## config.mk

```make
export PLATFORM = sky130hd
export DESIGN_NAME = smb_front
export DESIGN_NICKNAME = d
export VERILOG_FILES = /design/src/sv/smb_pkg.sv /design/src/sv/smb_front.sv
export SDC_FILE = /design/constraint.sdc
export NUM_CORES = 1
export LEC_CHECK = 0
export ABC_AREA = 1
export BUFFER_PORTS_ARGS = -buffer_cell sky130_fd_sc_hd__buf_2
export CORE_ASPECT_RATIO = 0.9
export CORE_MARGIN = 5
export CORE_UTILIZATION = 53
export DETAILED_ROUTE_END_ITERATION = 12
export PLACE_DENSITY = 0.74
export SYNTH_ARGS = -nofsm -noshare
export SYNTH_HDL_FRONTEND = slang
export SYNTH_SLANG_ARGS = --single-unit
```

## constraint.sdc

```tcl
create_clock -name clock -period 4.67 [get_ports clock]
set_input_delay 0.2335 -clock clock [delete_from_list [all_inputs] [get_ports clock]]
set_output_delay 0.2335 -clock clock [all_outputs]
set_load 0.005 [all_outputs]
```

## src/sv/smb_pkg.sv

```systemverilog
// shared types, widths and constants of the softmax uncertainty mask blend unit
package smb_pkg;

   localparam int LOGIT_W    = 16;
   localparam int MAX_PIXELS = 65536;
   localparam int IDX_W      = $clog2(MAX_PIXELS);
   localparam int FRAME_W    = 17;
   localparam int D_W        = 15;
   localparam int P_W        = 11;
   localparam int L_W        = 15;
   localparam int D_LIMIT    = 8192;
   localparam int P_ONE      = 1024;

   localparam int DIV_BITS   = 17;
   localparam int DIV_STEPS  = 2;
   localparam int DIV_STAGES = (DIV_BITS + DIV_STEPS - 1) / DIV_STEPS;
   localparam int SIG_LAT    = 4 + DIV_STAGES + 1;
   localparam int LOG_STEPS  = 10;
   localparam int LOG_LAT    = LOG_STEPS + 1;
   localparam int LAT        = SIG_LAT + LOG_LAT + 3;

   localparam int TQ_DEPTH   = 4;
   localparam int TQ_AW      = $clog2(TQ_DEPTH);
   localparam int OUT_DEPTH  = 32;
   localparam int OUT_AW     = $clog2(OUT_DEPTH);

   localparam logic CSR_USE_PREV_MSK = 1'b0;
   localparam logic CSR_FRAME_PIXELS = 1'b1;

   typedef struct packed {
      logic                      blend;
      logic                      prev_valid;
      logic                      last;
      logic [IDX_W-1:0]          idx;
      logic signed [LOGIT_W-1:0] bg;
      logic signed [D_W-1:0]     d;
   } task_type;

   typedef struct packed {
      logic                      blend;
      logic                      prev_valid;
      logic                      last;
      logic [IDX_W-1:0]          idx;
      logic signed [LOGIT_W-1:0] bg;
      logic [P_W-1:0]            p;
   } side_type;

   typedef struct packed {
      logic signed [LOGIT_W-1:0] mask_value;
      logic                      frame_end;
   } rsp_type;

endpackage

```

## src/sv/smb_front.sv

```systemverilog
// front end: csr, pixel counter, item classification and task queue
module smb_front import smb_pkg::*; (
   input  logic                      clock,
   input  logic                      reset,
   input  logic                      csr_wen,
   input  logic                      csr_index,
   input  logic [FRAME_W-1:0]        csr_wdata,
   input  logic                      req_push,
   output logic                      req_full,
   input  logic signed [LOGIT_W-1:0] req_bg_logit,
   input  logic signed [LOGIT_W-1:0] req_fg_logit,
   input  logic                      task_pop,
   output logic                      task_empty,
   output task_type                  task_head
);

   logic               use_prev_ff;
   logic [FRAME_W-1:0] frame_pixels_ff;
   logic [IDX_W-1:0]   pixel_ff, pixel_in;
   logic               prev_valid_ff, prev_valid_in;

   task_type           tq_ff [TQ_DEPTH];
   logic [TQ_AW-1:0]   tq_wr_ff, tq_rd_ff;
   logic [TQ_AW:0]     tq_cnt_ff;

   logic               accept;
   logic [FRAME_W-1:0] size;
   logic               last;
   logic signed [LOGIT_W:0] diff;
   task_type           new_task;

   assign req_full   = (tq_cnt_ff == (TQ_AW+1)'(TQ_DEPTH));
   assign task_empty = (tq_cnt_ff == '0);
   assign task_head  = tq_ff[tq_rd_ff];
   assign accept     = req_push && !req_full;

   always_comb begin
      if (frame_pixels_ff == '0) begin
         size = FRAME_W'(1);
      end else if (frame_pixels_ff > FRAME_W'(MAX_PIXELS)) begin
         size = FRAME_W'(MAX_PIXELS);
      end else begin
         size = frame_pixels_ff;
      end
      last = (FRAME_W'(pixel_ff) + FRAME_W'(1)) >= size;
      diff = (LOGIT_W+1)'(req_bg_logit) - (LOGIT_W+1)'(req_fg_logit);
      new_task.blend      = use_prev_ff;
      new_task.prev_valid = prev_valid_ff;
      new_task.last       = last;
      new_task.idx        = pixel_ff;
      new_task.bg         = req_bg_logit;
      if (diff > (LOGIT_W+1)'(D_LIMIT)) begin
         new_task.d = D_W'(D_LIMIT);
      end else if (diff < -(LOGIT_W+1)'(D_LIMIT)) begin
         new_task.d = -D_W'(D_LIMIT);
      end else begin
         new_task.d = D_W'(diff);
      end
      pixel_in      = last ? '0 : pixel_ff + IDX_W'(1);
      prev_valid_in = prev_valid_ff || (use_prev_ff && last);
   end

   always_ff @(posedge clock) begin
      if (reset) begin
         use_prev_ff     <= 1'b0;
         frame_pixels_ff <= FRAME_W'(MAX_PIXELS);
         pixel_ff        <= '0;
         prev_valid_ff   <= 1'b0;
         tq_wr_ff        <= '0;
         tq_rd_ff        <= '0;
         tq_cnt_ff       <= '0;
      end else begin
         if (csr_wen) begin
            case (csr_index)
               CSR_USE_PREV_MSK: use_prev_ff     <= csr_wdata[0];
               CSR_FRAME_PIXELS: frame_pixels_ff <= csr_wdata;
               default: ;
            endcase
         end
         if (accept) begin
            pixel_ff      <= pixel_in;
            prev_valid_ff <= prev_valid_in;
            tq_wr_ff      <= tq_wr_ff + TQ_AW'(1);
         end
         if (task_pop) begin
            tq_rd_ff <= tq_rd_ff + TQ_AW'(1);
         end
         tq_cnt_ff <= tq_cnt_ff + (TQ_AW+1)'(accept) - (TQ_AW+1)'(task_pop);
      end
   end

   always_ff @(posedge clock) begin
      if (accept) begin
         tq_ff[tq_wr_ff] <= new_task;
      end
   end

endmodule

```

==> out/metrics.csv <==
metric;value;unit
p_seq_frac;0.482;
crit_start;pixel_ff[0];
cp_num_buf_inv;2;
grt_pass1_vias;7911;
fmax;279;MHz
use_met2;0.328;
crit_family;simple AND/OR/NAND/NOR gates;
synth_area_per_cell;10.1;um2
row_count;50;
yosysMostFrequentCell;edfxtp_1;
port_buffers;106;
rsz0062_at_grt;false;
seq_area_frac_synth;0.612;
crit_path_cell_trace;ha_1 > nand2_1 > nor2_1 > nand4_1 > nor2_1 > nand2_1 > xor2_1 > inv_1 > ha_1 > nand4_1 > nor3_1 > o21ai_0 > nand2_1 > nand2_1 > nand2_1 > inv_1 > nand2_1 > a21oi_1;
async_flop_share;0;
worstPathRequired;5.08;ns
hold_ws;0.0186;ns
numClockSinks;244;
htree_levels;1;
root_buffer;clkbuf_16;
combPwrFrac;0.170;
synthFlopType;edfxtp_1;
internal_power;0.00410;W
cts-buffers-inserted;25;
grt_max_degree;101;
switching_share;0.271;
yosys_warnings;0;
critPathCaptureType;register;
insertion_delay;0.52;ns
fp.dieW;164;um
hpwlAfterDp;16100;um
vias;8288;
final-hold-violation-count;0;
grt_most_used_layer;met2;
fin_tns_setup;0;ns
worstPathArrival;3.99;ns
slew_viol_final;0;
cp_slowest_cell;dfxtp_1;
initial_utilization;0.540;
wire_per_inst;16.2;um
ys_top_cells_by_area;edfxtp_1 (53%), dfxtp_1 (7.8%), o21ai_0 (5.7%);
path_max_fanout;14;
vias_per_cell;5.34;
min_period;3.58;ns
cp_common_cell;nand2_1;
total_power;0.00563;W
max-cap-violations;0;
clockBufferDepth;3;
setup_viol;0;
final_net_count;1343;
status;finished, final reports clean;
max_slew_margin;0.206;
synth_largest_area_cell;edfxtp_1;
place_congestion;0.866;
ir_drop;0.295;mV
ys_seq_elements;244;
met1_usage;0.300;
synth_nets;1211;
r2r_start;pixel_ff[0];
cp_slowest_stage_delay;0.51;ns
syn_inst;1114;
startpoint_type;register;
clk_pin_slew;0.06;ns
critical_path_class;reg -> reg;
overflow;0;
leakagePower;5.23;nW
drc_errors;0;
worst_pin_slew;1.19;ns
synth_top_cell_area_share;0.534;
layout-drive-gt1-share;0.158;
min_from;csr_wen;
diodes;0;
grt_use_total;0.206;
clock_skew;0.00776;ns
die_area;0.0243;mm2
p_sw;0.00153;W
synthesis.area;0.0113;mm2
synthToLayoutAreaGrowth;17.6;%
grt_pass1_wl;40600;um
drtPass1Iterations;5;
synth_edf_count;200;
fin_crit_sh;0.768;
die-height;148;um
io-pin-count;107;
core_area;0.0208;mm2
final_util;0.635;
ys_types;36;
postRouteAntennaNets;0;
cts_tree;yes;
ys_top_cells_by_count;edfxtp_1 (200), nor2_1 (168), nand2_1 (162);
p_per_area;426;mW/mm2
totalWireLength;25100;um
gr-usage-met3;0.0310;
p_clk_frac;0.348;
hold_class;in -> reg;
antenna_found_initial;0;
drt_iter0_drc;558;
postCtsResizedCells;0;
## cell usage in the layout, fill, tap and decap left out, types with 13 or more instances in the layout
cell type	count
ha_1	40
a21oi_1	42
edfxtp_1	200
clkbuf_16	27
o21ai_0	128
buf_2	106
nand4_1	22
o22ai_1	50
nand2_2	13
nor2_1	164
dlygate4sd3_1	35
nand2_1	162
nand3_1	30
dfxtp_1	43
inv_1	100
## stage by stage
stage | std cells | setup slack, ns | cell area, um2
finish | 1551 | 1.09 | 13200
global route | 1551 | 0.616 | 13200
CTS | 1551 | 1.13 | 13200
detailed placement | 1470 | 1.16 | 12100
global placement | 1470 | 1.33 | 12100
floorplan | 1114 | 1.26 | 11300
## sequential cells by signal, indices dropped and copies added, names as in the netlist, named ones only
signal	flops
tq_ff	200
frame_pixels_ff	17
pixel_ff	16
tq_cnt_ff	3
tq_rd_ff	2
tq_wr_ff	2
prev_valid_ff	1
use_prev_ff	1
## kinds of logic after synthesis
group,synth area share
AO/OA/AOI/OAI,0.114
adder cells (fa/ha/maj),0.0480
buffers and inverters,0.0534
XOR/XNOR,0.0125
AND/OR/NAND/NOR,0.160
flip-flops,0.612
## what timing repair did
action                     4_1_cts  5_1_grt
hold buffers                    35        0
setup endpoints to repair        0        0
buffers inserted                 0        0
hold endpoints to repair        82        0
## power by group through the flow
stage / Clock, W / Combinational, W / Sequential, W
floorplan: 0 / 0.000600 / 0.00275
global placement: 0 / 0.000921 / 0.00275
detailed placement: 0 / 0.000940 / 0.00276
CTS: 0.00199 / 0.000966 / 0.00271
global route: 0.00209 / 0.00109 / 0.00273
finish: 0.00196 / 0.000957 / 0.00271
## layout make-up
type                    instances  area, um2
clock buffers                  33        718
clock inverters                13        104
fillers                      1688       7600
inverters                     108        405
multi-input cells             716       3800
flip-flops and latches        244       6890
well taps                     286        358
repair buffers                151        956
## metal layers
layer  share of wire  vias up
met4           0.022        0
met2            0.46      222
met5               0        -
met3           0.055       37
li1                -     4127
met1            0.47     3902
## path summary, 6_finish.rpt
check	cells past startpoint	slack, ns	endpoint
setup / recovery	18	1.09	pixel_ff[0]
hold / removal	4	0.02	use_prev_ff
setup reg to reg	18	1.09	pixel_ff[0]
hold reg to reg	1	0.45	tq_rd_ff[1]
## tightest hold or removal path: stages
cell     delay, ns
buf_2         0.10
nand2_1       0.05
nand2_1       0.05
a21oi_1       0.05
(Power assumes the default switching activity.)
